File: src/hw/rtl/assert_macros.svh
// Assertion macros shared by the encoder's modules.
`ifndef ASSERT_MACROS_SVH
`define ASSERT_MACROS_SVH

// A condition that must hold at every clock edge outside reset.
`define VIOE_ASSERT_ALWAYS(label, clk, rst, cond) \
   label: assert property (@(posedge clk) disable iff (rst) (cond)) \
      else $error("assertion failed: condition violated");

// A condition that must hold in the same cycle as its trigger.
`define VIOE_ASSERT_IMPLIES(label, clk, rst, ante, cons) \
   label: assert property (@(posedge clk) disable iff (rst) (ante) |-> (cons)) \
      else $error("assertion failed: implication violated");

// A condition that must hold in the cycle after its trigger.
`define VIOE_ASSERT_NEXT(label, clk, rst, ante, cons) \
   label: assert property (@(posedge clk) disable iff (rst) (ante) |=> (cons)) \
      else $error("assertion failed: next-cycle implication violated");

`endif

File: src/hw/rtl/vioe_pkg.sv
// Types, constants and helper functions of the varint offset encoder.
package vioe_pkg;

   localparam int unsigned ValueWidth     = 64;
   localparam int unsigned ByteWidth      = 8;
   localparam int unsigned LenWidth       = 4;
   localparam int unsigned FifoCountWidth = 2;

   localparam logic [LenWidth-1:0]  MaxExtra   = 4'd8;
   localparam logic [ByteWidth-1:0] EscapeByte = 8'hFF;
   localparam logic [FifoCountWidth-1:0] FifoDepth = 2'd2;

   // One classified item waiting for the byte emitter.
   typedef struct packed {
      logic [ValueWidth-1:0] rem;
      logic [LenWidth-1:0]   len;
      logic [ByteWidth-1:0]  head;
   } vioe_entry_type;

   typedef struct packed {
      logic full;
      logic empty;
   } vioe_fifo_status_type;

   // Upper bound (exclusive) of the values that take k extra bytes.
   function automatic logic [ValueWidth-1:0] limit_of(input logic [2:0] k);
      logic [ValueWidth-1:0] lim;
      case (k)
         3'd0:    lim = 64'h0000_0000_0000_0020;
         3'd1:    lim = 64'h0000_0000_0000_2020;
         3'd2:    lim = 64'h0000_0000_0020_2020;
         3'd3:    lim = 64'h0000_0000_2020_2020;
         3'd4:    lim = 64'h0000_0020_2020_2020;
         3'd5:    lim = 64'h0000_2020_2020_2020;
         3'd6:    lim = 64'h0020_2020_2020_2020;
         3'd7:    lim = 64'h1F20_2020_2020_2020;
         default: lim = 64'h1F20_2020_2020_2020;
      endcase
      return lim;
   endfunction

   // Offset subtracted from a value that takes k extra bytes.
   function automatic logic [ValueWidth-1:0] base_of(input logic [2:0] k);
      logic [ValueWidth-1:0] b;
      case (k)
         3'd0:    b = 64'h0000_0000_0000_0000;
         3'd1:    b = 64'h0000_0000_0000_0020;
         3'd2:    b = 64'h0000_0000_0000_2020;
         3'd3:    b = 64'h0000_0000_0020_2020;
         3'd4:    b = 64'h0000_0000_2020_2020;
         3'd5:    b = 64'h0000_0020_2020_2020;
         3'd6:    b = 64'h0000_2020_2020_2020;
         3'd7:    b = 64'h0020_2020_2020_2020;
         default: b = 64'h0000_0000_0000_0000;
      endcase
      return b;
   endfunction

   // Number of extra bytes: the smallest k whose limit lies above the value.
   function automatic logic [LenWidth-1:0] extra_len(input logic [ValueWidth-1:0] v);
      logic [LenWidth-1:0] len;
      len = MaxExtra;
      for (int k = 7; k >= 0; k--) begin
         if (v < limit_of(3'(k))) begin
            len = LenWidth'(k);
         end
      end
      return len;
   endfunction

endpackage

File: src/hw/rtl/vioe_front.sv
// Front end: accepts a value, finds its length class and forms the head byte.
module vioe_front (
   input  logic                              clock,
   input  logic                              reset,
   input  logic                              start,
   input  logic [vioe_pkg::ValueWidth-1:0]   req_value,
   output logic                              busy,
   input  vioe_pkg::vioe_fifo_status_type    fifo_status,
   output logic                              push,
   output vioe_pkg::vioe_entry_type          entry
);

   typedef enum logic [1:0] {
      ST_IDLE,
      ST_CLASSIFY,
      ST_REDUCE
   } state_type;

   state_type                       state_ff, state_in;
   logic [vioe_pkg::ValueWidth-1:0] value_ff, value_in;
   logic [vioe_pkg::LenWidth-1:0]   len_ff, len_in;
   logic [vioe_pkg::ValueWidth-1:0] rem_c;
   logic [vioe_pkg::ByteWidth-1:0]  head_c;
   logic                            escape_c;

   // Offset removal and head byte for the class held in the length register.
   always_comb begin
      escape_c = (len_ff == vioe_pkg::MaxExtra);
      if (escape_c) begin
         rem_c  = value_ff;
         head_c = vioe_pkg::EscapeByte;
      end else begin
         rem_c  = value_ff - vioe_pkg::base_of(len_ff[2:0]);
         head_c = {len_ff[2:0], rem_c[{len_ff[2:0], 3'b000} +: 5]};
      end
   end

   always_comb begin
      state_in = state_ff;
      value_in = value_ff;
      len_in   = len_ff;
      push     = 1'b0;
      case (state_ff)
         ST_IDLE: begin
            if (start) begin
               value_in = req_value;
               state_in = ST_CLASSIFY;
            end
         end
         ST_CLASSIFY: begin
            len_in   = vioe_pkg::extra_len(value_ff);
            state_in = ST_REDUCE;
         end
         ST_REDUCE: begin
            if (!fifo_status.full) begin
               push     = 1'b1;
               state_in = ST_IDLE;
            end
         end
         default: begin
            state_in = ST_IDLE;
         end
      endcase
   end

   always_ff @(posedge clock) begin
      if (reset) begin
         state_ff <= ST_IDLE;
      end else begin
         state_ff <= state_in;
      end
      value_ff <= value_in;
      len_ff   <= len_in;
   end

   assign busy       = (state_ff != ST_IDLE);
   assign entry.rem  = rem_c;
   assign entry.len  = len_ff;
   assign entry.head = head_c;

endmodule

File: src/hw/rtl/vioe_fifo.sv
// Two-entry queue of classified items between front and back end.
`include "assert_macros.svh"

module vioe_fifo (
   input  logic                           clock,
   input  logic                           reset,
   input  logic                           push,
   input  vioe_pkg::vioe_entry_type       wr_entry,
   input  logic                           pop,
   output vioe_pkg::vioe_entry_type       rd_entry,
   output vioe_pkg::vioe_fifo_status_type status
);

   vioe_pkg::vioe_entry_type mem_ff [2];
   logic                     wr_ptr_ff, wr_ptr_in;
   logic                     rd_ptr_ff, rd_ptr_in;
   logic [vioe_pkg::FifoCountWidth-1:0] count_ff, count_in;

   always_comb begin
      wr_ptr_in = push ? ~wr_ptr_ff : wr_ptr_ff;
      rd_ptr_in = pop ? ~rd_ptr_ff : rd_ptr_ff;
      count_in  = count_ff;
      if (push && !pop) begin
         count_in = count_ff + 2'd1;
      end else if (pop && !push) begin
         count_in = count_ff - 2'd1;
      end
   end

   always_ff @(posedge clock) begin
      if (reset) begin
         wr_ptr_ff <= 1'b0;
         rd_ptr_ff <= 1'b0;
         count_ff  <= '0;
      end else begin
         wr_ptr_ff <= wr_ptr_in;
         rd_ptr_ff <= rd_ptr_in;
         count_ff  <= count_in;
      end
   end

   always_ff @(posedge clock) begin
      if (push) begin
         mem_ff[wr_ptr_ff] <= wr_entry;
      end
   end

   assign rd_entry     = mem_ff[rd_ptr_ff];
   assign status.full  = (count_ff == vioe_pkg::FifoDepth);
   assign status.empty = (count_ff == '0);

   `VIOE_ASSERT_ALWAYS(a_fifo_no_overflow, clock, reset, !(push && status.full))
   `VIOE_ASSERT_ALWAYS(a_fifo_no_underflow, clock, reset, !(pop && status.empty))
   `VIOE_ASSERT_IMPLIES(a_fifo_ptrs_match, clock, reset, status.empty || status.full, wr_ptr_ff == rd_ptr_ff)

endmodule

File: src/hw/rtl/vioe_back.sv
// Back end: emits the head byte and then the remainder bytes, one per cycle.
`include "assert_macros.svh"

module vioe_back (
   input  logic                             clock,
   input  logic                             reset,
   input  vioe_pkg::vioe_entry_type         entry,
   input  vioe_pkg::vioe_fifo_status_type   fifo_status,
   output logic                             pop,
   output logic                             rsp_valid,
   output logic [vioe_pkg::ByteWidth-1:0]   rsp_out_byte,
   output logic                             rsp_last
);

   logic [vioe_pkg::ValueWidth-1:0] rem_ff, rem_in;
   logic [vioe_pkg::LenWidth-1:0]   cnt_ff, cnt_in;
   logic                            valid_ff, valid_in;
   logic [vioe_pkg::ByteWidth-1:0]  byte_ff, byte_in;
   logic                            last_ff, last_in;
   logic [2:0]                      idx_c;

   always_comb begin
      idx_c    = 3'(cnt_ff - 4'd1);
      pop      = (cnt_ff == '0) && !fifo_status.empty;
      rem_in   = rem_ff;
      cnt_in   = cnt_ff;
      valid_in = 1'b0;
      byte_in  = byte_ff;
      last_in  = 1'b0;
      if (cnt_ff != '0) begin
         valid_in = 1'b1;
         byte_in  = rem_ff[{idx_c, 3'b000} +: 8];
         last_in  = (cnt_ff == 4'd1);
         cnt_in   = cnt_ff - 4'd1;
      end else if (pop) begin
         valid_in = 1'b1;
         byte_in  = entry.head;
         last_in  = (entry.len == '0);
         cnt_in   = entry.len;
         rem_in   = entry.rem;
      end
   end

   always_ff @(posedge clock) begin
      if (reset) begin
         cnt_ff   <= '0;
         valid_ff <= 1'b0;
         last_ff  <= 1'b0;
      end else begin
         cnt_ff   <= cnt_in;
         valid_ff <= valid_in;
         last_ff  <= last_in;
      end
      rem_ff  <= rem_in;
      byte_ff <= byte_in;
   end

   assign rsp_valid    = valid_ff;
   assign rsp_out_byte = byte_ff;
   assign rsp_last     = last_ff;

   `VIOE_ASSERT_ALWAYS(a_back_cnt_range, clock, reset, cnt_ff <= vioe_pkg::MaxExtra)
   `VIOE_ASSERT_NEXT(a_back_cnt_emits, clock, reset, cnt_ff != '0, rsp_valid)
   `VIOE_ASSERT_IMPLIES(a_back_last_drained, clock, reset, rsp_valid && rsp_last, cnt_ff == '0)

endmodule

File: src/hw/rtl/varint_offset_encoder_u64.sv
// Top level of the prefix-length varint encoder for unsigned 64-bit items.
//
// Usage: an item is offered on req_value with start high and is taken at the
// rising clock edge where start is high and busy is low. Each item produces
// 1 to 9 encoded bytes on rsp_out_byte, most significant first, each shown for
// exactly one cycle with rsp_valid high; rsp_last marks the final byte.
// An item passes the value and length registers of the front end, the queue
// and the output register of the back end. The front end handles one item at
// a time (capture, length classification against the eight thresholds, offset
// subtraction), and busy stays high until the item is pushed. The back end
// emits one byte per cycle, the head byte and then the extra bytes of an item;
// a two-entry queue between them lets the front end classify ahead.
// When the queue is full the front end holds its item and keeps busy high.
// The receiver cannot stall: every byte must be taken as it appears.
// Reset is synchronous and active high; it empties the queue, drops any
// bytes in flight and returns the front end to idle. There is no configuration.
module varint_offset_encoder_u64 (
   input  logic                            clock,
   input  logic                            reset,
   input  logic                            start,
   output logic                            busy,
   input  logic [vioe_pkg::ValueWidth-1:0] req_value,
   output logic                            rsp_valid,
   output logic [vioe_pkg::ByteWidth-1:0]  rsp_out_byte,
   output logic                            rsp_last
);

   vioe_pkg::vioe_entry_type       push_entry;
   vioe_pkg::vioe_entry_type       pop_entry;
   vioe_pkg::vioe_fifo_status_type fifo_status;
   logic                           push;
   logic                           pop;

   // The front end classifies one item at a time and forms its head byte.
   vioe_front u_front (
      .clock       (clock),
      .reset       (reset),
      .start       (start),
      .req_value   (req_value),
      .busy        (busy),
      .fifo_status (fifo_status),
      .push        (push),
      .entry       (push_entry)
   );

   // The queue decouples classification from byte emission.
   vioe_fifo u_fifo (
      .clock    (clock),
      .reset    (reset),
      .push     (push),
      .wr_entry (push_entry),
      .pop      (pop),
      .rd_entry (pop_entry),
      .status   (fifo_status)
   );

   // The back end streams out one byte per cycle from registered outputs.
   vioe_back u_back (
      .clock        (clock),
      .reset        (reset),
      .entry        (pop_entry),
      .fifo_status  (fifo_status),
      .pop          (pop),
      .rsp_valid    (rsp_valid),
      .rsp_out_byte (rsp_out_byte),
      .rsp_last     (rsp_last)
   );

endmodule

File: config.mk
export PLATFORM = sky130hd
export DESIGN_NAME = varint_offset_encoder_u64
export DESIGN_NICKNAME = d
export VERILOG_FILES = /design/src/hw/rtl/vioe_pkg.sv /design/src/hw/rtl/vioe_front.sv /design/src/hw/rtl/vioe_fifo.sv /design/src/hw/rtl/vioe_back.sv /design/src/hw/rtl/varint_offset_encoder_u64.sv
export VERILOG_INCLUDE_DIRS = /design/src /design/src/hw/rtl
export SDC_FILE = /design/constraint.sdc
export NUM_CORES = 1
export LEC_CHECK = 0
export BUFFER_PORTS_ARGS = -buffer_cell sky130_fd_sc_hd__buf_4
export CAP_MARGIN = 20
export CORE_UTILIZATION = 50
export CTS_CLUSTER_DIAMETER = 50
export DETAILED_ROUTE_END_ITERATION = 12
export MAX_ROUTING_LAYER = met4
export PLACE_DENSITY = 0.7
export SYNTH_ARGS = -nofsm -noshare
export SYNTH_HDL_FRONTEND = slang
export SYNTH_HIERARCHICAL = 1
export SYNTH_SLANG_ARGS = --single-unit
File: constraint.sdc
create_clock -name clock -period 9.9 [get_ports clock]
set_input_delay 0 -clock clock [delete_from_list [all_inputs] [get_ports clock]]
set_output_delay 0 -clock clock [all_outputs]
set_load 0.02 [all_outputs]
# Word level (Yosys, flattened, before mapping)
# Memory sizes are Yosys's and may differ from the RTL's. A register that Yosys moved wholly into a read port is not among the register bits.
# Index checks and enable logic that the tools add are counted.
totals:
  reg_bits: 152
  latchBits: 0
  ramBits: 152
  mem_bits_ro: 56
  inputBits: 67
  output_inout_bits: 11
  word_cells: 97
  n_memories: 2
op_classes:
  n_addsub: 4
  mul: 0
  div: 0
  n_lt_le_gt_ge: 8
  eq_ne: 7
  n_shift: 2
  n_mux: 37
  n_bitwise: 3
  reduce_logical: 20
mem_list:
  columns: ["name", "depth", "width", "read_ports", "rd_clocked_by_memory_dff", "wr", "line", "rtl"]
  rows:
  - ["u_fifo.mem_ff", 2, 76, 1, 1, 1, "vioe_fifo.sv:14", "vioe_pkg::vioe_entry_type mem_ff [2];"]
  - ["(name not given)", 8, 7, 1, 0, 0, "vioe_pkg.sv:45", "case (k)"]
op_table:
  columns: ["cell", "n"]
  rows:
  - ["2-to-1 mux 64 bit", 10]
  - ["less-than comparator 64 bit", 8]
  - ["variable part select 64 x 7 -> 5 bit", 1]
  - ["variable part select 64 x 7 -> 8 bit", 1]
  - ["subtractor 64 bit", 1]
  - ["2-to-1 mux 8 bit", 3]
  - ["2-to-1 mux 2 bit", 6]
  - ["2-to-1 mux 4 bit", 3]
  - ["2-to-1 mux 1 bit", 11]
  - ["2-to-1 mux 3 bit", 3]
  - ["logical NOT 4 bit", 2]
  - ["OR reduction 7 bit", 1]
  - ["case mux 2 bit (3 select lines)", 1]
  - ["AND reduction 2 bit", 3]
  - ["nonzero test 2 bit", 3]
  - ["== test 2 bit (second input constant)", 2]
  - ["== test 4 x 1 -> 1 bit (second input constant)", 1]
  - ["== test 4 bit (second input constant)", 1]
  - ["logical NOT 2 bit", 2]
  - ["!= test 2 bit (second input constant)", 2]
  - ["nonzero test 4 bit", 1]
  - ["OR reduction 4 bit", 1]
  - ["subtractor 4 x 1 -> 4 bit (second input constant)", 1]
  - ["logical AND 1 bit", 3]
  - ["other kinds (6)", 10]

# Logic depth before layout (Yosys ltp)
logic_depth:
  word_depth: 10
  mapped_depth: 14
  ltp_nobuf: 11

# Hierarchy
# The synthesis kept the hierarchy.
by_module_without_submodules:
  columns: ["module", "n_inst", "cells_per_inst", "area_per_inst_um2", "seq_area_each_um2"]
  rows:
  - ["vioe_fifo", 1, 258, 5844.4, 4664.5]
  - ["vioe_front", 1, 601, 5416.4, 2082.0]
  - ["vioe_back", 1, 174, 3118.0, 2282.2]

# Worst setup path after synthesis
# OpenSTA, ideal clock, no wires.
synth_timing:
  path_type: "register -> register"
  startpoint: "register u_back/cnt_ff[0] (netlist name)"
  endpoint: "register u_fifo/count_ff[1] (netlist name)"
  setup_ns: 0.070
  arrival_time_ns: 9.177
  required_time_ns: 9.830
  setup_slack_ns: 0.653
  path_stages_with_launch: 10
  path_buffers: 2
  synth_period_minus_slack_ns: 9.247
  cell_sequence: "dfxtp_1 -> buf_2 -> inv_1 -> ha_1 -> buf_2 -> nor4b_1 -> inv_1 -> ha_1 -> or3_1 -> a21oi_1"
synth_between:
  elab_chain_cells: 5
  elab_cells_between_ends: 7
  cone_classes: "mux (1); reduce/logical (6)"
synth_lines:
  columns: ["element", "line", "rtl"]
  rows:
  - ["start, declared", "vioe_back.sv:16", "logic [vioe_pkg::LenWidth-1:0] cnt_ff, cnt_in;"]
  - ["start signal, assigned", "vioe_back.sv:50", "cnt_ff <= cnt_in;"]
  - ["logical NOT 4 bit (*)", "vioe_back.sv:24", "pop = (cnt_ff == '0) && !fifo_status.empty;"]
  - ["logical AND 1 bit (*)", "vioe_back.sv:24", null]
  - ["named net pop", "varint_offset_encoder_u64.sv:32", "logic pop;"]
  - ["logical NOT 1 bit", "vioe_fifo.sv:23", "if (push && !pop) begin"]
  - ["logical AND 1 bit", "vioe_fifo.sv:23", null]
  - ["2-to-1 mux 2 bit / nonzero test 2 bit (equally long branches)", null, null]
  - ["end signal, assigned", "vioe_fifo.sv:38", "count_ff <= count_in;"]
  - ["end, declared", "vioe_fifo.sv:17", "logic [vioe_pkg::FifoCountWidth-1:0] count_ff, count_in;"]
# The timed path passes the listed nets; every way through them passes the cells marked *.
# A chain may end at the register's enable or synchronous reset.

==> metrics.txt <==
status=completed; post-synthesis net count=1111; Max Clk Rate=228 MHz; number of flops mapped to enable cells by yosys=292; clk_lat worst skew=0.51 ns; Worst Clk Skew=0.0197 ns; Max Root-Sink Buffers=3; Slew @ Worst Pin=1.09 ns; largest family of logic cells by synthesized area=simple AND/OR/NAND/NOR gates; layout cells sized above 1=22.0%; hold path cells=2; RR Startpoint=u_front/len_ff[1]; Initial Utilization=51.3%; antenna-violating nets left=0; critical path startpoint category=flip-flop; HPWL after detailed placement=23.2 mm; vias in the first global route=8788; Site Rows=61; antenna violations before repair=0; initial drt markers=767; antenna cells=0; Tcrit/Tclk final=44.3%; adder-cell share of the synthesized area=0.957%; Max FO, Critical Path=25; hold_ws=0.203 ns; top_reg_cell synth=edfxtp_1; RR Endpoint=u_fifo/mem_ff[0][2]; first drt pass iteration count=5; synthesis-to-layout area growth=17.9%; FF-to-FF path depth=10; wirelength, routed=33.8 mm; clock transition at the registers of the reported paths=0.06 ns; CTS root buffer=clkbuf_16; CP Class=reg2reg; area share of and/or/nand/nor cells after synthesis=11.3%; relative slew slack=27.1%; Chip Width=172 µm; Hold Startpoint=req_value[26]; Compound-Gate Fraction of Synth Area=6.87%; flop2flop setup slack=5.51 ns; Post-Syn Instances=1033; Final TNS setup=0 ns; Tmin final=4.39 ns; Synth Register Bits=305; ys async rst share=0%; core area=28000 µm²; Cell Pwr Density=223 nW/µm²; mux cell area share after synthesis=9.94%; Port-buffer cells=77; GRT Resource Usage Total=24.5%; Worst Path Required=10.16 ns; Sw Ratio=28.3%; fin nets=1242; peak supply drop=0.000136 V; RSZ-0062 raised after global routing=false; routed len/inst=21.6 µm; largest net degree at the start of global routing=77; Yosys cell types=75; Vias/cell=5.71; DRC viols=0; Syn Area/Cell=13.9 µm²; GR Overflow Total=0; Max Slew Vio Count=0; Post CTS Setup Buffer Count=0; cts bufs inserted=35; Die Area=29400 µm²; sequential-to-total area share from yosys stat=62.8%; Cell Int Power=2.72 mW; Switching Power=1.07 mW; Vias=8938; CTS tree=done; Hold Crit Endpoint=u_front/value_ff[26]; Clock power frac=31.0%; Synth Warn #=6; final hold violations=0; total power=3.79 mW; # IOs=78; Setup crit end kind=flip-flop; Max-Cap Viols=0; CTS sink cnt=305; Post-Syn Area=14400 µm²; XOR/XNOR Fraction of Synth Area=5.60%; first-pass GRT wire length=51.4 mm; combinational power share=22.2%; final setup violation count=0; Die Ht=172 µm; sequential share of power=46.8%; WP data arrival=4.65 ns; Leak=5.78 nW; worst min-delay path class=in2reg; H-tree depth=2; Final Wtd Congestion=0.939
-- cells in the mapped netlist (all sizes together) (4+ instances only) --
| cell type | instances | share of area [%] |
|---|---|---|
| xor2 | 50 | 3.0 |
| mux4 | 17 | 2.7 |
| ha | 11 | 0.96 |
| nand2b | 9 | 0.39 |
| clkbuf | 34 | 0.89 |
| nor2b | 16 | 0.70 |
| xnor2 | 42 | 2.6 |
| o21a | 5 | 0.26 |
| a211oi | 19 | 1.1 |
| a31oi | 5 | 0.22 |
| nor4 | 16 | 0.89 |
| or2 | 5 | 0.22 |
| dfxtp | 13 | 1.8 |
| edfxtp | 292 | 61 |
| or3 | 12 | 0.52 |
| a2111oi | 5 | 0.61 |
| nand2 | 61 | 1.6 |
| nor2 | 90 | 2.3 |
| nand4 | 7 | 0.30 |
| o211ai | 4 | 0.21 |
| inv | 17 | 0.44 |
| buf | 25 | 1.2 |
| and3 | 4 | 0.17 |
| nand3 | 17 | 0.59 |
| nor3 | 49 | 1.7 |
| a21oi | 32 | 1.1 |
| or4 | 8 | 0.47 |
| mux2i | 4 | 0.28 |
| a21o | 4 | 0.21 |
| o21ai | 25 | 0.87 |
| nor4b | 5 | 0.30 |
| mux2 | 76 | 7.0 |
-- cells by family (layout without fill, tap and decap cells) --
| kind of cell | after synthesis | after routing |
|---|---|---|
| buffers and inverters | 76 | 231 |
| XOR/XNOR | 92 | 92 |
| AO/OA/AOI/OAI | 134 | 134 |
| AND/OR/NAND/NOR | 318 | 318 |
| flip-flops | 305 | 305 |
| multiplexers | 97 | 97 |
| adder cells (fa/ha/maj) | 11 | 11 |
-- state kept, by name, indices dropped and copies added, names as in the netlist, 2 cells and up, named ones only --
register	flops
u_back/rem_ff	64
u_fifo/mem_ff	152
u_fifo/count_ff	2
u_front/state_ff	2
u_back/cnt_ff	4
u_front/len_ff	4
u_front/value_ff	64
u_back/rsp_out_byte	8
-- power groups by stage --
stage / Sequential, mW / Combinational (mW) / Clock [mW]
2_1_floorplan: 1.75 / 0.649 / 0
3_3_place_gp: 1.80 / 0.813 / 0
3_5_place_dp: 1.80 / 0.827 / 0
4_1_cts: 1.78 / 0.849 / 1.20
5_1_grt: 1.79 / 0.905 / 1.26
6_report: 1.77 / 0.841 / 1.17
-- timing repair --
| action | in CTS | in global routing |
|---|---|---|
| hold endpoints to repair | 77 | 0 |
| hold buffers | 66 | 0 |
| resized for setup | 0 | 0 |
-- worst max path at each step --
| stage | start | to | slack [ns] |
|---|---|---|---|
| global placement | u_front/len_ff[1] | u_fifo/mem_ff[0][2] | 5.70 |
| floorplan | u_back/cnt_ff[0] | u_fifo/count_ff[1] | 0.65 |
| CTS | u_front/len_ff[1] | u_fifo/mem_ff[0][2] | 5.54 |
| finish | u_front/len_ff[1] | u_fifo/mem_ff[0][2] | 5.51 |
| global route | u_front/len_ff[1] | u_fifo/mem_ff[0][2] | 5.09 |
| detailed placement | u_front/len_ff[1] | u_fifo/mem_ff[0][2] | 5.55 |
-- layer usage --
layer  track usage, %  wire [µm]  up-vias
met4             6.75        733        0
met3             3.31       1930       52
met1             33.4      15200     4391
met2             38.7      16000      304
li1                 -          -     4191
met5                -          0        -
-- stage by stage --
stage / instances / setup WS [ns] / utilization, % / cell area, µm²
2_1_floorplan: 1033 / 0.653 / - / 14400
3_3_place_gp: 1439 / 5.70 / 54.4 / 15200
3_5_place_dp: 1439 / 5.55 / 54.4 / 15200
4_1_cts: 1566 / 5.54 / 60.5 / 17000
5_1_grt: 1566 / 5.09 / 60.5 / 17000
6_report: 1566 / 5.51 / 60.5 / 17000
-- worst max-delay path, cell delays in order, from the launching register on --
cell	delay (ns)
edfxtp_1	0.91
nand2_1	0.28
ha_1	0.64
or4b_2	0.68
nor4b_1	0.43
and4_1	0.24
a31oi_1	0.13
xor2_1	0.20
a211oi_1	0.10
a21oi_1	0.12
nor4b_1	0.38
-- placed cells by master, fill, tap and decap left out, types with 5 or more instances in the layout --
cell type,netlist,final
mux4_2,17,17
xnor2_1,42,42
nor2b_1,16,15
edfxtp_1,292,292
mux2_4,40,40
clkbuf_16,0,35
o21a_1,5,5
inv_1,17,17
nand4_1,7,7
a31oi_1,5,5
dfxtp_1,13,11
or4_1,6,6
nor4_1,13,13
or3_1,12,12
nand2b_1,9,9
xor2_1,50,50
ha_1,11,11
a211oi_1,18,18
nor3_1,49,49
a21oi_1,32,32
o21ai_0,24,24
nand2_1,61,61
nand3_1,17,17
buf_4,6,87
clkbuf_1,34,6
or2_2,5,5
dlygate4sd3_1,0,66
nor2_1,90,89
inv_6,0,5
clkinv_1,0,6
mux2_2,36,36
-- final cells by class --
type / count / area [µm²]
clock inverters: 20 / 151
flip-flops and latches: 305 / 9030
inverters: 17 / 63.8
fillers: 2170 / 11100
repair buffers: 153 / 1310
well taps: 378 / 473
clock buffers: 41 / 898
multi-input cells: 652 / 5020
No activity file was read; power rests on OpenSTA's default activity.
